`src/design/lpba_pkg.sv`:
```
`default_nettype none
package lpba_pkg;

  localparam int MAX_BOXES = 16;
  // Slot field is four bits wide, so no more than sixteen slots are addressable
  localparam int NUM_CELLS = (MAX_BOXES < 16) ? MAX_BOXES : 16;

  localparam int SUM_W     = 58;   // exact width of a projected row sum
  localparam int QUOT_W    = 17;   // quotient bits before saturation
  localparam int DSH_W     = SUM_W + QUOT_W - 1;
  localparam int DIV_STEPS = QUOT_W;

  localparam logic [15:0] SHRINK_RESET = 16'd6554;

  typedef enum logic [1:0] {
    OP_CLEAR    = 2'd0,
    OP_LOAD     = 2'd1,
    OP_CLASSIFY = 2'd2,
    OP_NOP      = 2'd3
  } op_e;

  typedef enum logic [1:0] {
    ST_NONE   = 2'd0,
    ST_ONE    = 2'd1,
    ST_MANY   = 2'd2,
    ST_NONPOS = 2'd3
  } status_e;

  typedef enum logic [2:0] {
    CFG_ROW0_XY = 3'd0,
    CFG_ROW0_ZT = 3'd1,
    CFG_ROW1_XY = 3'd2,
    CFG_ROW1_ZT = 3'd3,
    CFG_ROW2_XY = 3'd4,
    CFG_ROW2_ZT = 3'd5,
    CFG_SHRINK  = 3'd6
  } cfg_idx_e;

  typedef struct packed {
    op_e                op;
    logic [3:0]         slot;
    logic signed [12:0] left;
    logic signed [12:0] top;
    logic [11:0]        width;
    logic [11:0]        height;
    logic signed [23:0] x;
    logic signed [23:0] y;
    logic signed [23:0] z;
  } in_t;

  typedef struct packed {
    logic signed [13:0] left;
    logic signed [13:0] top;
    logic [11:0]        width;
    logic [11:0]        height;
  } box_t;

  typedef struct packed {
    op_e        op;
    logic [3:0] slot;
    box_t       box;
  } side_t;

  typedef struct packed {
    side_t             side;
    logic              nonpos;
    logic              neg_u;
    logic              neg_v;
    logic              ovf_u;
    logic              ovf_v;
    logic [SUM_W-1:0]  rem_u;
    logic [SUM_W-1:0]  rem_v;
    logic [DSH_W-1:0]  dsh;
    logic [QUOT_W-1:0] q_u;
    logic [QUOT_W-1:0] q_v;
  } div_t;

  typedef struct packed {
    side_t              side;
    logic               nonpos;
    logic signed [15:0] u;
    logic signed [15:0] v;
    logic [1:0]         cnt;
    logic [3:0]         found;
  } tok_t;

endpackage
`default_nettype wire

```
`src/design/lpba_cell.sv`:
```
`default_nettype none
module lpba_cell (
  input  wire logic           clk_i,
  input  wire logic           rst_ni,
  input  wire logic           en_i,
  input  wire logic [3:0]     cell_idx_i,
  input  wire logic           valid_i,
  input  wire lpba_pkg::tok_t tok_i,
  output logic                valid_o,
  output lpba_pkg::tok_t      tok_o
);
  import lpba_pkg::*;

  box_t               box_q;
  logic               bvalid_q;
  logic signed [16:0] lo_u, hi_u, lo_v, hi_v, u17, v17;
  logic               hit;
  tok_t               tok_d;

  always_comb begin
    u17   = 17'(tok_i.u);
    v17   = 17'(tok_i.v);
    lo_u  = 17'(box_q.left);
    lo_v  = 17'(box_q.top);
    hi_u  = lo_u + $signed({5'b0, box_q.width});
    hi_v  = lo_v + $signed({5'b0, box_q.height});
    hit   = bvalid_q && (u17 >= lo_u) && (u17 < hi_u) && (v17 >= lo_v) && (v17 < hi_v);
    tok_d = tok_i;
    if (valid_i && (tok_i.side.op == OP_CLASSIFY) && !tok_i.nonpos && hit) begin
      case (tok_i.cnt)
        2'd0: begin
          tok_d.cnt   = 2'd1;
          tok_d.found = cell_idx_i;
        end
        2'd1: tok_d.cnt = 2'd2;
        default: tok_d.cnt = tok_i.cnt;
      endcase
    end
  end

  always_ff @(posedge clk_i) begin
    if (en_i) begin
      tok_o <= tok_d;
      if (valid_i && (tok_i.side.op == OP_LOAD) && (tok_i.side.slot == cell_idx_i)) begin
        box_q <= tok_i.side.box;
      end
    end
  end

  always_ff @(posedge clk_i or negedge rst_ni) begin
    if (!rst_ni) begin
      valid_o  <= 1'b0;
      bvalid_q <= 1'b0;
    end else if (en_i) begin
      valid_o <= valid_i;
      if (valid_i && (tok_i.side.op == OP_CLEAR)) begin
        bvalid_q <= 1'b0;
      end else if (valid_i && (tok_i.side.op == OP_LOAD) &&
                   (tok_i.side.slot == cell_idx_i)) begin
        bvalid_q <= 1'b1;
      end
    end
  end

endmodule
`default_nettype wire

```
`config.mk`:
```
export PLATFORM = sky130hd
export DESIGN_NAME = lpba_cell
export DESIGN_NICKNAME = d
export VERILOG_FILES = /design/src/design/lpba_pkg.sv /design/src/design/lpba_cell.sv
export SDC_FILE = /design/constraint.sdc
export NUM_CORES = 1
export LEC_CHECK = 0
export BUFFER_PORTS_ARGS = -buffer_cell sky130_fd_sc_hd__clkbuf_2
export CAP_MARGIN = 30
export CORE_MARGIN = 5
export CORE_UTILIZATION = 50
export CTS_BUF_LIST = sky130_fd_sc_hd__clkbuf_2 sky130_fd_sc_hd__clkbuf_4 sky130_fd_sc_hd__clkbuf_8
export DETAILED_ROUTE_END_ITERATION = 10
export GPL_ROUTABILITY_DRIVEN = 0
export PLACE_DENSITY = 0.74
export SLEW_MARGIN = 0
export SYNTH_ARGS = -nofsm -noshare
export SYNTH_HDL_FRONTEND = slang
export SYNTH_SLANG_ARGS = --single-unit
export TNS_END_PERCENT = 10
```
`constraint.sdc`:
```
create_clock -name clk_i -period 6.2 [get_ports clk_i]
set_clock_uncertainty 0.05 [all_clocks]
set_input_delay 0.31 -clock clk_i [delete_from_list [all_inputs] [get_ports clk_i]]
set_output_delay 0.31 -clock clk_i [all_outputs]
set_load 0.03 [all_outputs]
```
==> metrics.txt <==
status=finished clean; Worst Hold Slack=0.0369 ns; share of Yosys cell area claimed by the top area cell type=0.616; Leak Pwr=between 0.004 and 0.005 uW; synthesis warning total=0; vias in the first global route=about 5300; Post-Synthesis Net Count=about 700; DR pass1 iterations=5; crit path kind=reg2reg; GRT overflow=0; clk sink count=151; setup bufs post-CTS=0; core area=14400 um2; crit-path leading delay family=compound AO/OA/AOI/OAI gates; Synth cell types=47; met3 GRT Util=0.0476; Final nets=just under 1000; unrepaired setup endpoints after global routing=no; Crit. Startpoint=box_q[24]; leading area contributor after synthesis=edfxtp_1; worst reg2reg startpoint=box_q[24]; Worst-Margin Slew=about 0.73 ns; Tcrit/Tclk final=0.793; CP Capture Type=flip-flop; CP peak stage delay=0.53 ns; slowest CP cell=nor4_1; Total GRT Usage=0.204; share of cells above drive strength 1=0.310; Cell Chain, Critical Path=ha_1 > fa_1 > a21o_1 > a21oi_1 > o21a_1 > o31ai_1 > or4_1 > a31o_2 > nand2_1 > ha_1 > and2_1 > a221oi_1 > o21bai_1 > a2111oi_0 > o21ai_0 > nor4_1 > mux2i_1; Root Buffer=clkbuf_8; Reg-to-Reg End=tok_o[5]; crit path capture=tok_o[5]; Levels on crit path=17; Area Growth Syn to Fin=29.8%; Final setup viols=0; Critical Path Source Type=flip-flop; antenna viol nets, final=0; r2r setup slk=around 1.3 ns; PwrDens=roughly 240 nW/um2; max-slew violations=0; Syn Area/Cell=14.5 um2; Boundary Pins=203; post-layout minimum cycle time=4.92 ns; global-route wire length before repair=26600 um; min-delay worst type=in2reg; Netlist Area Pre-Place=a little over 7000 um2; DR vias/cell=5.22; gr busiest metal=met2; DIE HEIGHT=131 um; Post-synth EDFFs=149; # DRC=0; Post-Synthesis Cells=501; flops & latches, synth=about 150; Starting Density=0.505; port buffer count=just over 200; CP dominant cell by count=ha_1; post-DR wirelength/cell=17.4 um; worst path bufs/invs=0; Peak VDD IR=179 uV; highest clock rate=203 MHz; sequential fraction of the synthesis area=0.623; critical path fanouts, max=3; Die Footprint=17000 um2; via count=5088; CTS H-tree depth=4; Slew Limit Headroom=0.512; Crit path required time=about 6.3 ns; Antenna Cells=0; initial antenna violation count=0; ys flop type=edfxtp_1; CTS Buf Count=17; dominant cells by area after synthesis=edfxtp_1, ha_1, inv_1; Post-synth ARST share=0.0132; dpl hpwl=12700 um; Worst Path Arrival=5.04 ns; count leader, synth=edfxtp_1; pin count of the biggest net entering global routing=54; sum of negative setup slack=0 ns; initial drt markers=about 210; Die Span X=~130 um; Commonest cells post-synth=edfxtp_1, ha_1, inv_1; CTS tree=yes; reg2reg path depth=17; grt met2 use=0.342; worst skew pair latency=~0.45 ns; Final Hold Vio Count=0; Max-Cap Viols=0; GR Util met1=0.260; clock-pin slew on the worst setup and hold paths=0.08 ns; Max clock buf depth=2; routed wire length=17000 um; Site Rows=44
-- metal layers --
metal  share of wire  vias up
met3           0.068       28
met5               0        -
met4           0.021        0
li1                -     2483
met1            0.43     2392
met2            0.48      185
-- cell families (layout without fill, tap and decap cells) --
logic type                 count (synthesis)  after routing  synth area share
DFF                                      151            151             0.623
muxes                                      7              7            0.0124
AOI/OAI and AO/OA                        106            106            0.0960
xor gates and xnor gates                  27             27            0.0326
buffers and inverters                     41            330            0.0214
and+or+nand+nor                           79             79            0.0577
adders and majority gates                 90             90             0.157
-- sequential cells by signal, summed over array words and instances (netlist names) --
register and cells:
tok_o 97, valid_o 1, box_q 52, bvalid_q 1
-- layout make-up --
cell class	count	area, um2
fill	1069	4940
sequential	151	4520
multi-input combinational	309	2580
timing repair buffer	259	1580
clock buffer	19	249
tap	184	230
inverter	40	150
clock inverter	12	111
-- power by group --
group | switching, uW | internal (uW)
Clock | 352 | 356
Combinational | 209 | 113
Sequential | 16.2 | 1180
Total | 577 | 1650
-- how the worst min path moves through the flow --
stage	start	to	slack (ns)	cells past startpoint
after floorplan	rst_ni	bvalid_q	-0.04	0
after global placement	rst_ni	valid_o	0.05	1
after detailed placement	rst_ni	valid_o	0.06	1
after CTS	tok_i[6]	tok_o[6]	0.001	1
after global routing	tok_i[6]	tok_o[6]	0.004	1
final	tok_i[48]	box_q[9]	0.04	1
-- stage by stage --
stage / cell area (um2) / worst slack (ns) / power [uW] / instances / util
CTS: 9430 / 1.29 / 2240 / 974 / 0.656
detailed placement: 8520 / 1.33 / 1510 / 888 / 0.593
finish: 9430 / 1.28 / 2230 / 974 / 0.656
global route: 9430 / 0.838 / 2320 / 974 / 0.656
floorplan: 7260 / 1.74 / 1380 / 501 / -
global placement: 8520 / 1.51 / 1500 / 888 / 0.593
-- timing repair --
item / 4_1_cts / 5_1_grt
hold buffers: 55 / 0
gates resized for setup: 0 / 0
endpoints found under the hold margin: 103 / 0
-- cells in the final DEF (no fill, tap or decap), drive strengths merged, types with 2 or more instances in the layout --
cell	synthesis	routed
clkinv	0	9
bufinv	0	2
nand2b	3	3
a21oi	29	29
xor2	16	16
o31ai	2	2
edfxtp	149	149
dfrtp	2	2
nand3b	2	2
nand4	8	8
ha	88	88
mux2	4	4
o211a	2	2
a2111oi	3	3
mux2i	3	3
nand2	15	15
clkbuf	0	220
o21a	2	2
buf	1	3
o211ai	2	2
nor4	2	2
or2	3	3
xnor2	11	11
o21ai	21	21
fa	2	2
o21bai	9	9
o2111ai	2	2
nor3	6	6
a31o	2	2
or4	3	3
and2	3	3
a21o	14	14
nor2b	4	4
dlygate4sd3	0	55
a31oi	5	5
or3	5	5
inv	40	40
nand3	9	9
nor2	14	14
a211oi	6	6
Power figures use the tool's default switching activity.
