$ cat src/design/lpba_pkg.sv
`default_nettype none
package lpba_pkg;

  localparam int MAX_BOXES = 16;
  // Slot field is four bits wide, so no more than sixteen slots are addressable
  localparam int NUM_CELLS = (MAX_BOXES < 16) ? MAX_BOXES : 16;

  localparam int SUM_W     = 58;   // exact width of a projected row sum
  localparam int QUOT_W    = 17;   // quotient bits before saturation
  localparam int DSH_W     = SUM_W + QUOT_W - 1;
  localparam int DIV_STEPS = QUOT_W;

  localparam logic [15:0] SHRINK_RESET = 16'd6554;

  typedef enum logic [1:0] {
    OP_CLEAR    = 2'd0,
    OP_LOAD     = 2'd1,
    OP_CLASSIFY = 2'd2,
    OP_NOP      = 2'd3
  } op_e;

  typedef enum logic [1:0] {
    ST_NONE   = 2'd0,
    ST_ONE    = 2'd1,
    ST_MANY   = 2'd2,
    ST_NONPOS = 2'd3
  } status_e;

  typedef enum logic [2:0] {
    CFG_ROW0_XY = 3'd0,
    CFG_ROW0_ZT = 3'd1,
    CFG_ROW1_XY = 3'd2,
    CFG_ROW1_ZT = 3'd3,
    CFG_ROW2_XY = 3'd4,
    CFG_ROW2_ZT = 3'd5,
    CFG_SHRINK  = 3'd6
  } cfg_idx_e;

  typedef struct packed {
    op_e                op;
    logic [3:0]         slot;
    logic signed [12:0] left;
    logic signed [12:0] top;
    logic [11:0]        width;
    logic [11:0]        height;
    logic signed [23:0] x;
    logic signed [23:0] y;
    logic signed [23:0] z;
  } in_t;

  typedef struct packed {
    logic signed [13:0] left;
    logic signed [13:0] top;
    logic [11:0]        width;
    logic [11:0]        height;
  } box_t;

  typedef struct packed {
    op_e        op;
    logic [3:0] slot;
    box_t       box;
  } side_t;

  typedef struct packed {
    side_t             side;
    logic              nonpos;
    logic              neg_u;
    logic              neg_v;
    logic              ovf_u;
    logic              ovf_v;
    logic [SUM_W-1:0]  rem_u;
    logic [SUM_W-1:0]  rem_v;
    logic [DSH_W-1:0]  dsh;
    logic [QUOT_W-1:0] q_u;
    logic [QUOT_W-1:0] q_v;
  } div_t;

  typedef struct packed {
    side_t              side;
    logic               nonpos;
    logic signed [15:0] u;
    logic signed [15:0] v;
    logic [1:0]         cnt;
    logic [3:0]         found;
  } tok_t;

endpackage
`default_nettype wire

$ cat src/design/lpba_div_step.sv
`default_nettype none
module lpba_div_step (
  input  wire logic           clk_i,
  input  wire logic           rst_ni,
  input  wire logic           en_i,
  input  wire logic           valid_i,
  input  wire lpba_pkg::div_t stage_i,
  output logic                valid_o,
  output lpba_pkg::div_t      stage_o
);
  import lpba_pkg::*;

  div_t stage_d;
  logic ge_u, ge_v;

  // one restoring step per lane against the shared shifted divisor
  always_comb begin
    stage_d = stage_i;
    ge_u    = {{(DSH_W-SUM_W){1'b0}}, stage_i.rem_u} >= stage_i.dsh;
    ge_v    = {{(DSH_W-SUM_W){1'b0}}, stage_i.rem_v} >= stage_i.dsh;
    if (ge_u) begin
      stage_d.rem_u = stage_i.rem_u - stage_i.dsh[SUM_W-1:0];
    end
    if (ge_v) begin
      stage_d.rem_v = stage_i.rem_v - stage_i.dsh[SUM_W-1:0];
    end
    stage_d.q_u = {stage_i.q_u[QUOT_W-2:0], ge_u};
    stage_d.q_v = {stage_i.q_v[QUOT_W-2:0], ge_v};
    stage_d.dsh = stage_i.dsh >> 1;
  end

  always_ff @(posedge clk_i) begin
    if (en_i) begin
      stage_o <= stage_d;
    end
  end

  always_ff @(posedge clk_i or negedge rst_ni) begin
    if (!rst_ni) begin
      valid_o <= 1'b0;
    end else if (en_i) begin
      valid_o <= valid_i;
    end
  end

endmodule
`default_nettype wire

$ cat config.mk
export PLATFORM = sky130hd
export DESIGN_NAME = lpba_div_step
export DESIGN_NICKNAME = d
export VERILOG_FILES = /design/src/design/lpba_pkg.sv /design/src/design/lpba_div_step.sv
export SDC_FILE = /design/constraint.sdc
export NUM_CORES = 1
export LEC_CHECK = 0
export BUFFER_PORTS_ARGS = -buffer_cell sky130_fd_sc_hd__buf_2
export CAP_MARGIN = 15
export CELL_PAD_IN_SITES_DETAIL_PLACEMENT = 0
export CELL_PAD_IN_SITES_GLOBAL_PLACEMENT = 2
export CORE_ASPECT_RATIO = 1.4
export CORE_MARGIN = 2
export CORE_UTILIZATION = 32
export CTS_BUF_LIST = sky130_fd_sc_hd__clkbuf_8 sky130_fd_sc_hd__clkbuf_16
export DETAILED_ROUTE_END_ITERATION = 12
export GPL_TIMING_DRIVEN = 0
export MAX_ROUTING_LAYER = met4
export PLACE_DENSITY_LB_ADDON = 0.12
export SYNTH_ARGS = -nofsm -noshare
export SYNTH_HDL_FRONTEND = slang
export SYNTH_SLANG_ARGS = --single-unit
$ cat constraint.sdc
create_clock -name clk_i -period 1.1 [get_ports clk_i]
set_clock_uncertainty 0.15 [all_clocks]
set_input_delay 0.11 -clock clk_i [delete_from_list [all_inputs] [get_ports clk_i]]
set_output_delay 0.11 -clock clk_i [all_outputs]
set_load 0.02 [all_outputs]
==> flow_metrics.py <==
metrics = {
    "power_and_ir_drop": {
        "p_clk_share_pct": 27.7,
        "power_frac_comb_pct": 34.2,
        "vdd_drop_max_uv": 1020,
        "intPower_mw": 23.9,
        "powerDensity_mw_per_mm2": 1150,
        "p_sw_share_pct": 32.1,
        "pwr-share-seq_pct": 38.1,
        "p_sw_mw": 11.3,
        "power_leakage_nw": 13.0,
    },
    "finish": {
        "syn2layout_area_growth_pct": 73.7,
        "nets": 3061,
        "register_area_mm2": 0.00861,
        "multi_input_area_mm2": 0.0104,
        "design_area_mm2": 0.0307,
        "fillerInstances": 4728,
        "mostFrequentLayoutCell": "buf_2",
        "utilization_pct": 56.3,
        "layout_common_cells": "buf_2 (335), dlygate4sd3_1 (286), edfxtp_1 (286), buf_6 (243), buf_4 (126)",
        "post_route_cells_drive_above_1_share_pct": 45.9,
    },
    "critical_path": {
        "critPathRequiredTime_ns": 1.28,
        "crit_type": "in2reg",
        "end_kind": "register",
        "cp-endpoint": "stage_o[139]$_DFFE_PP_",
        "crit_chain": "buf_2 -> clkinvlp_4 -> ha_4 -> and3_1 -> and2_1 -> a221o_1 -> a31oi_4 -> o21ai_4 -> a21oi_4 -> nand2b_4 -> buf_12 -> buf_12 -> mux2_4",
        "timing.critical_path.from": "stage_i[68]",
        "cp_max_fo": 6,
        "worst_path_max_delay_cell": "a221o_1",
        "path_common_cell": "buf_12",
        "r2r_end": "valid_o$_DFFE_PN0P_",
        "ff2ff_path_depth": 2,
        "worst_setup_path_start_kind": "primary input",
        "reg2reg_slack_ns": 0.05,
        "cp_num_buf_inv": 4,
        "timing.rr.start": "valid_o$_DFFE_PN0P_",
        "crit_cells": 13,
        "critPathTopFamily": "compound AO/OA/AOI/OAI gates",
        "arrival_ns": 2.99,
        "cpPeakStageDelay_ns": 0.37,
    },
    "synth": {
        "synth-xor-area-share_pct": 4.86,
        "synth_top_family_by_area": "compound AO/OA/AOI/OAI gates",
        "avgSynthCellArea_um2": 10.8,
        "netlist_top_cells_area": "edfxtp_1 (49%), ha_1 (8.2%), a21oi_1 (3.8%)",
        "synth_nets": 2050,
        "yosysTopAreaCellShare_pct": 48.6,
        "synth_warnings": 0,
        "synth-simple-area-share_pct": 10.9,
        "synth_top_area_cell": "edfxtp_1",
        "syn_inst": 1641,
        "synth-compound-area-share_pct": 18.6,
        "synth_mux_area_share_pct": 3.85,
        "ys_seq_area_share_pct": 48.7,
        "async_reset_ff_share_pct": 0.348,
        "synth_fa_ha_area_share_pct": 8.44,
        "syn_area_mm2": 0.0177,
        "synth_seq_cells": 287,
        "synth_edf_count": 286,
        "yosys_most_used_dff": "edfxtp_1",
        "synthDistinctLibCells": 79,
    },
    "sta": {
        "finalMaxSlewViolations": 0,
        "whs_ns": -0.294,
        "finalSetupViolations": 405,
        "fin_ws_ns": -1.71,
        "worst_slew_pin_slew_ns": 0.861,
        "hold_viol": 86,
        "min_period_ns": 2.81,
        "fmax_ghz": 0.356,
        "fin_tns_setup_ns": -271.52,
        "slew_headroom_pct": 42.6,
        "fin_crit_sh_pct": 256,
        "rsz0062_at_grt": "yes",
    },
    "detailed_routing": {
        "drc_errors": 0,
        "drtIter0Drc": 934,
        "drtPass1Iterations": 5,
        "viasPerCell": 5.10,
        "drt_wl_total_um": 81100,
        "ant_nets": 0,
        "vias": 17349,
        "wl_per_cell_um": 23.8,
    },
    "status": {
        "status": "finished, violations left",
        "failed_checks": "negative hold slack, negative setup slack",
    },
    "grt": {
        "use_met2_pct": 47.5,
        "track_usage_pct": 26.9,
        "met3_usage_pct": 5.07,
        "grt_pass1_wl_um": 110000,
        "grt_max_degree": 112,
        "first_global_vias": 17215,
        "grt_overflow_total": 0,
        "grt_use_met1_pct": 28.8,
        "busiest_layer": "met2",
        "antenna_found_initial": 11,
    },
    "placed_design": {
        "pre_cts_ws_ns": -2.95,
        "io_buffers": 575,
        "place_congestion": 0.926,
        "place_area_mm2": 0.0218,
        "hpwl_um": 60600,
    },
    "clock_tree": {
        "htreeDepth": 1,
        "clock_path_buffers": 3,
        "cts_tree": "yes",
        "cts_root_buffer": "clkbuf_16",
        "numCtsBuffers": 30,
        "clk-insertion-delay-late_ns": 0.58,
        "path_clk_slew_ns": 0.06,
        "cts.sinks": 287,
    },
    "die": {
        "initial_utilization_pct": 32.4,
        "rows": 101,
        "io_pins": 579,
        "die_y_um": 282,
        "design.core.area_mm2": 0.0545,
        "die_area_mm2": 0.0571,
        "dieWidth_um": 203,
    },
    "run": {
        "cap_viol_max_count": 0,
    },
    "worst_hold_path": {
        "worstHoldPathType": "in2reg",
    },
}
logic make-up after synthesis:
group,after synthesis
adders and majority gates,118
other,1
AOI/OAI and AO/OA,513
DFF,287
buffers and inverters,168
and+or+nand+nor,408
muxes,48
xor gates and xnor gates,98
power groups by stage:
stage	Combinational [mW]	Clock [mW]	Sequential, mW
3_3_place_gp	8.54	0	13.5
4_1_cts	10.2	10.0	13.2
5_1_grt	12.8	10.4	13.5
3_5_place_dp	8.58	0	13.4
2_1_floorplan	4.05	0	14.6
6_report	12.0	9.72	13.4
flip-flops by register name, indices dropped and copies added (netlist names):
name	count
valid_o	1
stage_o	286
synth_stat cells (3+ instances only):
| cell type | count |
|---|---|
| a2111oi_0 | 3 |
| a211o_1 | 3 |
| a211oi_1 | 4 |
| a21boi_0 | 10 |
| a21o_1 | 81 |
| a21oi_1 | 135 |
| a221oi_1 | 4 |
| a31oi_1 | 24 |
| and2_1 | 8 |
| and3_1 | 13 |
| and4_1 | 3 |
| buf_12 | 6 |
| buf_2 | 24 |
| buf_4 | 7 |
| clkbuf_1 | 32 |
| edfxtp_1 | 286 |
| ha_1 | 116 |
| inv_1 | 93 |
| mux2_4 | 39 |
| mux2i_1 | 5 |
| nand2_1 | 167 |
| nand2b_1 | 14 |
| nand3_1 | 25 |
| nand4_1 | 32 |
| nor2_1 | 71 |
| nor2b_1 | 14 |
| nor3_1 | 27 |
| nor4_1 | 12 |
| o211ai_1 | 11 |
| o21a_1 | 18 |
| o21ai_0 | 75 |
| o21ai_1 | 64 |
| o21ai_2 | 12 |
| o21bai_1 | 26 |
| o31ai_1 | 13 |
| o41ai_1 | 3 |
| or3_1 | 9 |
| xnor2_1 | 62 |
| xor2_1 | 36 |
worst min path at each step:
stage,start,end,slack (ns),depth (start not counted)
2_1_floorplan,rst_ni,valid_o$_DFFE_PN0P_,-0.34,0
3_3_place_gp,rst_ni,valid_o$_DFFE_PN0P_,-0.26,1
3_5_place_dp,rst_ni,valid_o$_DFFE_PN0P_,-0.26,1
4_1_cts,stage_i[73],stage_o[72]$_DFFE_PP_,-0.46,1
5_1_grt,stage_i[108],stage_o[108]$_DFFE_PP_,-0.31,3
6_report,stage_i[108],stage_o[108]$_DFFE_PP_,-0.29,3
worst reg2reg max path: cells and delay by family, from the launching register on:
| family | cells | cell delay (ns) |
|---|---|---|
| buffers and inverters | 1 | 0.14 |
| DFF | 1 | 0.39 |
| muxes | 1 | 0.25 |
final cells by class:
type | instances | area share [%]
multi-input cells | 1186 | 33.9
repair buffers | 1010 | 28.9
flip-flops and latches | 287 | 28.1
well taps | 721 | 2.94
clock buffers | 31 | 2.53
plain buffers | 42 | 1.70
inverters | 95 | 1.48
clock inverters | 23 | 0.453
diodes | 7 | 0.0571
repair_timing:
item / in CTS / in global routing
resized for setup: 242 / 797
hold buffers: 272 / 14
setup buffers: 60 / 74
pin swaps: 65 / 124
endpoints found under the hold margin: 362 / 94
setup endpoints to repair: 408 / 558
gates cloned: 2 / 13
per-layer routing:
layer  part of all wire [%]  vias up  routed length, um
met5                      0        -                  0
met1                     36     8388              29200
li1                       -     8153                  -
met4                    5.4        0               4370
met3                    6.5      149               5280
met2                     52      659              42200
through the flow:
step | hold slack (ns) | std cells | total power, mW
3_5_place_dp | -0.258 | 2939 | 22.0
5_1_grt | -0.310 | 3402 | 36.7
4_1_cts | -0.460 | 3308 | 33.5
2_1_floorplan | -0.336 | 1641 | 18.6
3_3_place_gp | -0.264 | 2937 | 22.1
6_report | -0.294 | 3402 | 35.2
(Power assumes the default switching activity.)
